File: src/hdl/slot_pool_allocator_top_assert.svh
// Assertion macros shared by the slot pool allocator RTL.
`ifndef SLOT_POOL_ALLOCATOR_TOP_ASSERT_SVH
`define SLOT_POOL_ALLOCATOR_TOP_ASSERT_SVH

// Same-cycle implication, sampled on clk and disabled during rst.
`define SLP_ASSERT_NOW(lbl, ante, cons, msg) \
  lbl: assert property (@(posedge clk) disable iff (rst) (ante) |-> (cons)) \
    else $error(msg);

// Next-cycle implication, sampled on clk and disabled during rst.
`define SLP_ASSERT_NEXT(lbl, ante, cons, msg) \
  lbl: assert property (@(posedge clk) disable iff (rst) (ante) |=> (cons)) \
    else $error(msg);

`endif

File: src/hdl/slp_pkg.sv
// Shared constants, codes and interface structs of the slot pool allocator.
package slp_pkg;

  localparam int SLOTS     = 1024;
  localparam int SLOT_W    = $clog2(SLOTS);
  localparam int CNT_W     = SLOT_W + 1;
  localparam int CAP_W     = 11;
  localparam int ROW_W     = 32;
  localparam int ROW_BIT_W = $clog2(ROW_W);
  localparam int ROWS      = SLOTS / ROW_W;
  localparam int ROW_IDX_W = $clog2(ROWS);

  localparam int IN_TDATA_W  = 16;
  localparam int OUT_TDATA_W = 24;
  localparam int OUT_PAD_W   = OUT_TDATA_W - (SLOT_W + 1 + CNT_W);

  localparam logic [CNT_W-1:0] EMPTY_MARK = CNT_W'(SLOTS);
  localparam logic [CAP_W-1:0] CAP_RESET  = CAP_W'(1024);

  typedef enum logic [1:0] {
    OP_ALLOC    = 2'd0,
    OP_FREE     = 2'd1,
    OP_FREE_ALL = 2'd2,
    OP_CHECK    = 2'd3
  } op_t;

  typedef enum logic [1:0] {
    ALU_LT      = 2'd0,
    ALU_INC     = 2'd1,
    ALU_INC_SAT = 2'd2,
    ALU_DEC_SAT = 2'd3
  } alu_op_t;

  typedef struct packed {
    alu_op_t          op;
    logic [CNT_W-1:0] a;
    logic [CNT_W-1:0] b;
  } alu_req_t;

  typedef struct packed {
    logic             lt;
    logic [CNT_W-1:0] sum;
  } alu_rsp_t;

  typedef struct packed {
    logic                 rd_en;
    logic [ROW_IDX_W-1:0] rd_row;
    logic                 wr_en;
    logic [ROW_IDX_W-1:0] wr_row;
    logic [ROW_W-1:0]     wdata;
    logic                 clr_all;
  } map_req_t;

  typedef struct packed {
    logic              rd_en;
    logic              wr_en;
    logic [SLOT_W-1:0] addr;
    logic [CNT_W-1:0]  wdata;
  } link_req_t;

endpackage

File: src/hdl/slp_alu.sv
// Shared compare and increment/decrement unit used by the sequencer.
module slp_alu
  import slp_pkg::*;
(
  input  alu_req_t req,
  output alu_rsp_t rsp
);

  always_comb begin
    rsp.lt = (req.a < req.b);
    unique case (req.op)
      ALU_LT:      rsp.sum = req.a;
      ALU_INC:     rsp.sum = req.a + CNT_W'(1);
      ALU_INC_SAT: rsp.sum = (req.a == req.b) ? req.a : req.a + CNT_W'(1);
      ALU_DEC_SAT: rsp.sum = (req.a == '0) ? req.a : req.a - CNT_W'(1);
      default:     rsp.sum = req.a;
    endcase
  end

endmodule

File: config.mk
export PLATFORM = sky130hd
export DESIGN_NAME = slp_alu
export DESIGN_NICKNAME = d
export VERILOG_FILES = /design/src/hdl/slot_pool_allocator_top_assert.svh /design/src/hdl/slp_pkg.sv /design/src/hdl/slp_alu.sv
export SDC_FILE = /design/constraint.sdc
export NUM_CORES = 1
export LEC_CHECK = 0
export ABC_AREA = 0
export BUFFER_PORTS_ARGS = -buffer_cell sky130_fd_sc_hd__buf_2
export CAP_MARGIN = 20
export CORE_MARGIN = 4
export CORE_UTILIZATION = 55
export DETAILED_ROUTE_END_ITERATION = 8
export PLACE_DENSITY = 0.95
export SLEW_MARGIN = 20
export SYNTH_ARGS = -nofsm -noshare
export SYNTH_HDL_FRONTEND = slang
export SYNTH_SLANG_ARGS = --single-unit
File: constraint.sdc
create_clock -name vclk -period 4.3
set_clock_uncertainty 0.15 [all_clocks]
set_input_delay 0.215 -clock vclk [all_inputs]
set_output_delay 0.215 -clock vclk [all_outputs]
set_load 0.05 [all_outputs]
## Word level (Yosys, flattened, before mapping)

Index checks and enable logic that the tools add are counted.

| storage, ports and cells | value |
|---|---|
| register bits | 0 |
| output and inout bits | 12 |
| logic and storage cells | 12 |

| cells by class | value |
|---|---|
| add/subtract/negate cells | 2 |
| $lt $le $gt $ge | 1 |
| equal/unequal tests | 4 |
| muxes and demuxes | 3 |
| reduce and logical (&&, ||, !) cells | 2 |

Operator list:

| kind | number |
|---|---|
| 11-bit one-hot mux with 4 select lines | 1 |
| 11-bit 2-to-1 mux | 2 |
| 11-bit by 1-bit adder with 11-bit output, second input constant | 1 |
| 11-bit == test | 1 |
| 11-bit logical NOT | 1 |
| 11-bit < comparator | 1 |
| 11-bit by 1-bit subtractor with 11-bit output, second input constant | 1 |
| 2-bit == test, second input constant | 2 |
| 2-bit by 1-bit == test with 1-bit output, second input constant | 1 |
| 2-bit logical NOT | 1 |

## Logic depth before layout (Yosys ltp)

| logic depth | value |
|---|---|
| word-level depth | 3 |
| gate-level depth with buffers | 7 |
| gate-level depth less buffers | 7 |

## Worst setup path before layout

OpenSTA, ideal clock, no wires.

| path | value |
|---|---|
| path type | input port to output port |
| from | input req[12] in the netlist's numbering |
| to | output rsp[8] in the netlist's numbering |
| data arrival time | 2.794 ns |
| data required time | 3.935 ns |
| setup slack | 1.141 ns |
| stages on the path | 5 |
| path through | inv_1 > ha_1 > nor3b_2 > nand3_1 > o311ai_0 |

RTL lines:

| item | RTL line | text |
|---|---|---|
| start, declared | slp_alu.sv:5 | `input alu_req_t req,` |
| end, declared | slp_alu.sv:6 | `output alu_rsp_t rsp` |

==> summary by stage <==
Placement
The HPWL after detailed placement is 2030 µm. Routability-driven placement finished with a final weighted congestion of 0.886. The number of buffer cells added on primary ports is 36.

Route
The detailed router's first-iteration violation count is 53. For this block, the routed nets add up to 2440 µm of wire. Across all layers, the routed design uses 1056 vias. The number of vias per cell after detailed routing is 6.44. In the final routed layout, each cell accounts on average for 14.9 µm. The count of unresolved DRC violations after routing is 0. The iteration count of the initial detailed-routing pass is 4.

The count of nets left with antenna violations once routing finished came out at 0.

Layout
The commonest non-fill, non-tap cell in the layout is sky130_fd_sc_hd__buf_2. The number of nets in the layout is 188. Fill cells in the final layout number 116. In the layout the commonest cells are sky130_fd_sc_hd__buf_2, sky130_fd_sc_hd__inv_1, sky130_fd_sc_hd__ha_1. Relative to the synthesized area, the layout overhead comes to 19.0%.

In the finished design the tool counted flip-flops and latches totalling 0. The register area is 0 µm². The diode insertion count for antenna repair is 0. The clock buffer count in the final layout is 0.

The fraction of final layout cells with drive strength greater than 1 is 31.5%.

Worst setup path
The signal arrival time at the worst endpoint is 2.15 ns. The critical path is of the in2out type. The maximum fanout encountered on the critical timing path is 8.

Data on the critical path is required at its endpoint by 3.93 ns. The worst setup path is captured at an output port. The kind of launch point of the worst setup path is a primary input.

Hold path
The worst hold path begins at req[11]. For hold timing, the worst endpoint is rsp[0]. The worst hold-check path type is in2out. Counting instances, the worst hold path has a depth of 3.

Floorplan
The overall die height is 47.2 µm. The area of the core is 1370 µm². After floorplanning, the core was divided into 13 placement rows. The initial core utilization is 61.8%. The die outline width is 47.2 µm.

The die area is 2230 µm². The I/O pin total is 36.

GRT
The initial antenna violation count is 0. Global routing finished with a remaining overflow of 0. The aggregate global-route resource usage is 22.1%. The number of global-route vias before repair is 949.

The wire length of the first global-routing pass is 3720 µm. The largest net degree at the start of global routing is 10.

Clock tree
The number of setup buffers added after CTS is 0. After clock tree synthesis, the repair step resized 0 gates. The post-cts hold buffer count is 0.

STA
The timing-limited maximum frequency is 0.397 GHz. Summed over all failing endpoints, the final setup total negative slack is 0 ns. The post-route minimum period is 2.52 ns.

The max-slew violation total from the final report is 0. The hold violation total from the final report is 0. Setup violations remaining at the end of the flow were counted as 0.

Setup repair after global routing left no endpoint under its margin. The worst slew slack as a fraction of its limit is 60.2%. The final cycle utilization of the critical path is 58.6%.

At the pin with the least slew margin, the transition time is 0.592 ns.

Synth
Yosys printed 0 warnings. The synthesized netlist contains 44 unique library cells. Summing every instance area after synthesis gives 845 µm².

The per-instance average area after synthesis is 7.22 µm². Counting every instance in the synthesized netlist gives 117. The synthesized net count is 154.

Summing the sequential cell areas from Yosys gives 0% of the chip area.

Power
VDD sags by at most 0.0695 mV. The standby leakage power is 0.000487 µW. The total power after layout is 129 µW. For this design the ratio of total power to cell area is 129 nW/µm².

Outcome
The run finished with clean final reports.

Run
Across the run, the number of max-cap violations was 0.
critical path: stages:
cell,delay [ns]
sky130_fd_sc_hd__buf_2,0.13
sky130_fd_sc_hd__inv_1,0.08
sky130_fd_sc_hd__ha_1,0.27
sky130_fd_sc_hd__nand3_1,0.10
sky130_fd_sc_hd__o41a_1,0.55
sky130_fd_sc_hd__and4_1,0.26
sky130_fd_sc_hd__a31oi_2,0.15
sky130_fd_sc_hd__xnor2_1,0.12
sky130_fd_sc_hd__buf_2,0.27
layout make-up:
| type | instances | area, µm² | area share, % |
|---|---|---|---|
| timing repair buffer | 36 | 180 | 17.9 |
| tap | 15 | 18.8 | 1.87 |
| multi-input combinational | 97 | 746 | 74.2 |
| inverter | 16 | 60.1 | 5.98 |
synth_stat cells, drive strengths merged, types with 2 or more instances:
master	n	area share, %
o21ai	6	3.6
buf	3	4.0
nor2	6	2.7
and3	3	2.5
a21oi	6	3.6
nor3	5	3.6
a211oi	2	1.8
xor2	2	2.1
inv	16	7.1
a31oi	5	4.4
o211ai	3	2.7
nand2	5	2.2
or3	2	2.1
nand4	6	4.4
nand3	7	4.1
ha	13	19
xnor2	5	5.2
power breakdown:
part / internal (µW) / total, µW / switching, µW
sequential: 0 / 0 / 0
clock: 0 / 0 / 0
combinational: 41.6 / 129 / 87.5
total: 41.6 / 129 / 87.5
cell families (layout without fill, tap and decap cells):
group / count (synthesis) / after routing / share of synthesized area, %
xor gates and xnor gates: 7 / 7 / 7.26
adders and majority gates: 13 / 13 / 19.3
muxes: 1 / 1 / 1.78
buffers and inverters: 20 / 52 / 11.7
AOI/OAI and AO/OA: 34 / 34 / 29.5
and+or+nand+nor: 42 / 42 / 30.5
metrics by stage:
stage / utilization [%] / hold slack (ns) / cells / instance area (µm²) / setup WS, ns
after floorplan: - / 0.552 / 117 / 845 / 1.14
after CTS: 73.5 / 0.690 / 164 / 1000 / 1.78
after global placement: 73.5 / 0.678 / 164 / 1000 / 1.83
after global routing: 73.5 / 0.710 / 164 / 1000 / 1.69
final: 73.5 / 0.687 / 164 / 1000 / 1.78
after detailed placement: 73.5 / 0.684 / 164 / 1000 / 1.79
metal layers:
layer	wire, µm	global-route usage, %
met3	292	0.383
met1	938	25.6
met2	1160	43.1
met5	0	0
met4	48	6.63
how the worst max path moves through the flow:
stage | from | end | slack [ns] | depth (start not counted)
after floorplan | req[12] | rsp[8] | 1.14 | 5
after global placement | req[11] | rsp[4] | 1.83 | 9
after detailed placement | req[11] | rsp[4] | 1.79 | 9
after CTS | req[11] | rsp[4] | 1.78 | 9
after global routing | req[12] | rsp[1] | 1.69 | 9
final | req[11] | rsp[4] | 1.78 | 9
(Power assumes the default switching activity.)
