$ cat src/hdl/slot_pool_allocator_top_assert.svh
// Assertion macros shared by the slot pool allocator RTL.
`ifndef SLOT_POOL_ALLOCATOR_TOP_ASSERT_SVH
`define SLOT_POOL_ALLOCATOR_TOP_ASSERT_SVH

// Same-cycle implication, sampled on clk and disabled during rst.
`define SLP_ASSERT_NOW(lbl, ante, cons, msg) \
  lbl: assert property (@(posedge clk) disable iff (rst) (ante) |-> (cons)) \
    else $error(msg);

// Next-cycle implication, sampled on clk and disabled during rst.
`define SLP_ASSERT_NEXT(lbl, ante, cons, msg) \
  lbl: assert property (@(posedge clk) disable iff (rst) (ante) |=> (cons)) \
    else $error(msg);

`endif

$ cat src/hdl/slp_pkg.sv
// Shared constants, codes and interface structs of the slot pool allocator.
package slp_pkg;

  localparam int SLOTS     = 1024;
  localparam int SLOT_W    = $clog2(SLOTS);
  localparam int CNT_W     = SLOT_W + 1;
  localparam int CAP_W     = 11;
  localparam int ROW_W     = 32;
  localparam int ROW_BIT_W = $clog2(ROW_W);
  localparam int ROWS      = SLOTS / ROW_W;
  localparam int ROW_IDX_W = $clog2(ROWS);

  localparam int IN_TDATA_W  = 16;
  localparam int OUT_TDATA_W = 24;
  localparam int OUT_PAD_W   = OUT_TDATA_W - (SLOT_W + 1 + CNT_W);

  localparam logic [CNT_W-1:0] EMPTY_MARK = CNT_W'(SLOTS);
  localparam logic [CAP_W-1:0] CAP_RESET  = CAP_W'(1024);

  typedef enum logic [1:0] {
    OP_ALLOC    = 2'd0,
    OP_FREE     = 2'd1,
    OP_FREE_ALL = 2'd2,
    OP_CHECK    = 2'd3
  } op_t;

  typedef enum logic [1:0] {
    ALU_LT      = 2'd0,
    ALU_INC     = 2'd1,
    ALU_INC_SAT = 2'd2,
    ALU_DEC_SAT = 2'd3
  } alu_op_t;

  typedef struct packed {
    alu_op_t          op;
    logic [CNT_W-1:0] a;
    logic [CNT_W-1:0] b;
  } alu_req_t;

  typedef struct packed {
    logic             lt;
    logic [CNT_W-1:0] sum;
  } alu_rsp_t;

  typedef struct packed {
    logic                 rd_en;
    logic [ROW_IDX_W-1:0] rd_row;
    logic                 wr_en;
    logic [ROW_IDX_W-1:0] wr_row;
    logic [ROW_W-1:0]     wdata;
    logic                 clr_all;
  } map_req_t;

  typedef struct packed {
    logic              rd_en;
    logic              wr_en;
    logic [SLOT_W-1:0] addr;
    logic [CNT_W-1:0]  wdata;
  } link_req_t;

endpackage

$ cat src/hdl/slp_free_map.sv
// Free-list membership bitmap: a row memory with one valid flag per row.
module slp_free_map
  import slp_pkg::*;
(
  input  logic             clk,
  input  logic             rst,
  input  map_req_t         req,
  output logic [ROW_W-1:0] rd_data
);

  logic [ROW_W-1:0] mem [ROWS];
  logic [ROWS-1:0]  row_valid;
  logic [ROW_W-1:0] rd_raw;
  logic             rd_vld;

  // Rows never written since the last clear read as all zero.
  always_ff @(posedge clk) begin
    if (req.wr_en) begin
      mem[req.wr_row] <= req.wdata;
    end
    if (req.rd_en) begin
      rd_raw <= mem[req.rd_row];
      rd_vld <= row_valid[req.rd_row];
    end
  end

  always_ff @(posedge clk) begin
    if (rst || req.clr_all) begin
      row_valid <= '0;
    end else if (req.wr_en) begin
      row_valid[req.wr_row] <= 1'b1;
    end
  end

  assign rd_data = rd_vld ? rd_raw : '0;

endmodule

$ cat config.mk
export PLATFORM = sky130hd
export DESIGN_NAME = slp_free_map
export DESIGN_NICKNAME = d
export VERILOG_FILES = /design/src/hdl/slot_pool_allocator_top_assert.svh /design/src/hdl/slp_pkg.sv /design/src/hdl/slp_free_map.sv
export SDC_FILE = /design/constraint.sdc
export NUM_CORES = 1
export LEC_CHECK = 0
export BUFFER_PORTS_ARGS = -buffer_cell sky130_fd_sc_hd__buf_4
export CORE_UTILIZATION = 56
export CTS_CLUSTER_DIAMETER = 200
export DETAILED_ROUTE_END_ITERATION = 7
export GPL_ROUTABILITY_DRIVEN = 0
export PLACE_DENSITY = 0.75
export SLEW_MARGIN = 40
export SYNTH_ARGS = -nofsm -noshare
export SYNTH_HDL_FRONTEND = slang
export SYNTH_SLANG_ARGS = --single-unit
export TNS_END_PERCENT = 5
$ cat constraint.sdc
create_clock -name clk -period 2.9 [get_ports clk]
set_clock_uncertainty 0.05 [all_clocks]
set_input_delay 0.58 -clock clk [delete_from_list [all_inputs] [get_ports clk]]
set_output_delay 0.58 -clock clk [all_outputs]
set_load 0.01 [all_outputs]
After elaboration in Yosys (flattened, before gate mapping). Memories as Yosys holds them, arrays and structs flattened. A register that Yosys moved wholly into a read port is not among the register bits. Cells that the tools add are included. Widths: inputs -> output; s select.

$add $sub $neg: 0. $mul: 0. Div/mod/pow operators: 0. Order comparisons: 3. Equal/unequal tests: 0. Shift-type cells: 0. Multiplexer cells: 7. Bitwise operators: 1. Reduce and logical (&&, ||, !) cells: 2.

Operators with widths (count): $mux 32 (1); $or 32x32->32 (1); $lt 5x6->1 const B (2); $bmux 1 s5 (1); $demux 1 s5 (1); $ge 5x1->1 const B (1); $mux 1 (4); $logic_and 1x1->1 (1); $logic_or 1x1->1 (1).

Register bits after elaboration: 33. Bits in latches: 0. Memory bits (writable): 1024. Bits in read-only memories: 0. Input bits: 47. Output and inout bits: 32. Word-level logic and storage cells: 16. Memories kept: 1.

Memories: mem (words 32, width 32, rd ports 1, clocked after memory_dff 1, write ports 1, line slp_free_map.sv:11) `logic [ROW_W-1:0] mem [ROWS];`.

Longest topological paths before layout.
Depth in word-level cells: 5. Depth in mapped cells: 8. Depth with buffers taken out: 5.

Worst setup path before layout. No wires, ideal clock.

Path kind: input port to flip-flop. From: in req[33] (netlist bit). To: mem mem[12][0], enable pin. Setup time: 423 ps. Arrival: 2624 ps. Path slack: -197 ps. Cell stages on the path: 3. Buffers on the path: 1. Cells stage by stage: or3b_2 > clkbuf_1 > nor2_1.

RTL lines: start: declaration (line slp_free_map.sv:7) `input map_req_t req,`; end: declaration (line slp_free_map.sv:11).

No word-level cell before the write port.

Worst setup path in the final report.
From: reg rd_vld. To: out rd_data[21].

Longest elaborated chain between the ends: 1.

Ends and longest elaborated chain: start: declaration (line slp_free_map.sv:14) `logic rd_vld;`; start signal: assignment (line slp_free_map.sv:23) `rd_vld <= row_valid[req.rd_row];`; $mux 32 (line slp_free_map.sv:35) `assign rd_data = rd_vld ? rd_raw : '0;`; end: declaration (line slp_free_map.sv:8) `output logic [ROW_W-1:0] rd_data`.

No other way between the ends.

==> run summary <==
RSZ-0062 raised after global routing - no
crit path max-delay cell type - edfxtp_1
Arr. time, crit path - 1.97 ns
Root Driver - clkbuf_16
1st-iter DRT viols - 2580
die height - 277 microns
DRC - 0
Synth area leaders - edfxtp_1 75%, mux2i_1 12%, a22oi_1 1.8%
Post-synth EDFFs - 1057
min-delay worst type - input pin to register
fmax - 0.385 GHz
Place WS - 0.346 ns
placed inst area - 0.0450 sq mm
Num Clock Sinks - 1089
clock latency on the worst-skew pair - 0.66 ns
Primary FF master, synth - edfxtp_1
die width - 277 microns
PortBufs - 78
Final Cycle Share - 89.6%
Synth async-reset ratio - 0%
Seq cells post-synth - 1089
CP required - 2.27 ns
H-tree depth - 3
Non-Filler Instances - 3629
leakage - 17.0 nW
critical-path maximum fanout - 11
area share of the leading cell type in the synthesized netlist - 75.1%
Mapped Area - 0.0423 sq mm
number of global-route vias before repair - 23000
Max Slew Vio Count - 0
DR vias/cell - 6.36
Avg WL per Cell - 28.4 microns
syn_area_per_cell - 17.6 sq um
I/O Pins - 79
Layout area overhead - 14.5%
CTS Buffer Depth - 3
Critical Path Sink Type - output port
Crit Path Category - register to output port
core area - 0.0746 sq mm
die area - 0.0766 sq mm
first-pass GRT wire length - 151 mm
total gr overflow - 0
run status - complete, no violations
# placed instances - 3432
1st-pass router iterations - 5
Final ANT Viol Nets - 0
Final HPWL DP - 56.9 mm
max-cap viol count - 0
yosys warns - 0
power per cell area - 676 mW/mm^2
post-cts resize count - 0
measured slew at the worst slew-check pin - 0.841 ns
Layout Cell Area excl Fill - 0.0484 sq mm
CTS tree - built
Initial Util - 56.7%
Startpoint Class - register
max incr delay on CP - 0.61 ns
Netlist cell types - 27
initial antenna violation count - 3
setup ws final - 0.303 ns
fin crit period - 2.60 ns
peak supply drop - 465 uV
final setup vio count - 0
Vias - 23100
layout cells sized above 1 - 14.8%
Net Count, Synth - 2450
gr usage total - 26.9%
Synth area leader - edfxtp_1
Rel. slew slack - 43.9%
CTS buffer count - 105
cells along the critical path - buf_6 > buf_12 > and2_1 > buf_4
Synth Instances - 2403
part of the Yosys area used for sequential elements - 76.6%
fin util - 64.9%
Final #Nets - 2617
Setup Fix Bufs, Post-CTS - 0
Post-CTS Hold Buffers - 0
largest net degree at the start of global routing - 73
Clock transition at path regs - 0.06 ns
Hold Vio Cnt, Final - 0
Post-Route WL - 103 mm
Cell Rows - 100
Final Hold Slack - 0.275 ns
synth_stat cells, types with 3 or more instances:
library cell     n
edfxtp_1      1057
mux2i_1        528
nand2_1        101
nand3_1        101
a21oi_1         99
a22oi_1         99
a22o_1          66
clkbuf_1        45
nor2_1          34
a31oi_1         33
and2_1          33
nor3_1          33
dfxtp_1         32
o21a_1          32
buf_2           30
buf_6           23
buf_4           20
buf_1           16
nand3b_1         5
buf_8            4
or3b_2           3
per-stage QoR:
stage               total power [mW]  setup TNS [ns]
detailed placement              19.7               0
global placement                19.6               0
finish                          32.7               0
floorplan                       18.9          -60.58
CTS                             32.8               0
global route                    33.6               0
layout make-up:
| type | count | area (sq um) |
|---|---|---|
| Multi-Input combinational cell | 1174 | 9310 |
| Antenna cell | 1 | 2.50 |
| Fill cell | 4866 | 26200 |
| Sequential cell | 1089 | 32400 |
| Clock buffer | 146 | 2920 |
| Tap cell | 969 | 1210 |
| Clock inverter | 50 | 472 |
| Timing Repair Buffer | 200 | 2100 |
layer usage:
layer | up-vias | routed length (microns) | track usage, %
met5 | - | 0 | 0
met4 | 0 | 3880 | 10.4
met1 | 11800 | 40100 | 36.0
met3 | 225 | 8700 | 4.69
met2 | 1187 | 50500 | 44.2
li1 | 9844 | - | -
path summary, 6_finish.rpt:
| check | startpoint | end | slack (ns) | depth (start not counted) |
|---|---|---|---|---|
| max reg2reg | mem[19][21]$_DFFE_PP_ | rd_raw[21]$_DFFE_PP_ | 1.28 | 4 |
| max | rd_vld$_DFFE_PP_ | rd_data[21] | 0.30 | 4 |
| min | req[32] | mem[20][31]$_DFFE_PP_ | 0.27 | 1 |
| min reg2reg | row_valid[16]$_SDFFE_PP0P_ | row_valid[16]$_SDFFE_PP0P_ | 0.41 | 1 |
worst max-delay path, delay by kind of cell, from the launching register on:
family | cells | cell delay, ns
simple gates | 1 | 0.14
flops | 1 | 0.61
buf+inv | 3 | 0.56
cells in the final DEF (no fill, tap or decap), types with 2 or more instances in the layout:
cell type,instances
o21a_1,32
a22o_1,66
bufinv_16,7
clkinv_2,13
buf_12,47
nand3b_1,5
nand3_1,101
a31oi_1,33
inv_6,4
clkbuf_8,7
mux2i_1,528
or3b_2,3
nand2b_2,2
clkbuf_16,108
a22oi_1,99
nor3_1,33
edfxtp_1,1057
clkinv_1,16
and2_1,32
clkinvlp_4,6
a21oi_1,99
buf_4,151
nor2b_4,2
dfxtp_1,32
nor2_4,33
clkbuf_1,31
nand2_1,100
sequential cells by signal (all words and copies together) (netlist names):
| name | flops |
|---|---|
| rd_raw | 32 |
| rd_vld | 1 |
| mem | 1024 |
| row_valid | 32 |
power breakdown:
| group | internal (mW) | switching (mW) | total [mW] |
|---|---|---|---|
| registers | 17.5 | 0.0858 | 17.6 |
| clock network | 7.66 | 5.71 | 13.4 |
| logic | 0.654 | 1.13 | 1.78 |
| total | 25.8 | 6.93 | 32.7 |
kinds of logic after synthesis:
logic type,count (synthesis),share of synthesized area [%]
multiplexers,528,12.5
buffers and inverters,140,2.04
AND/OR/NAND/NOR,317,3.53
flip-flops,1089,76.6
AO/OA/AOI/OAI,329,5.35
Power figures use the tool's default switching activity.
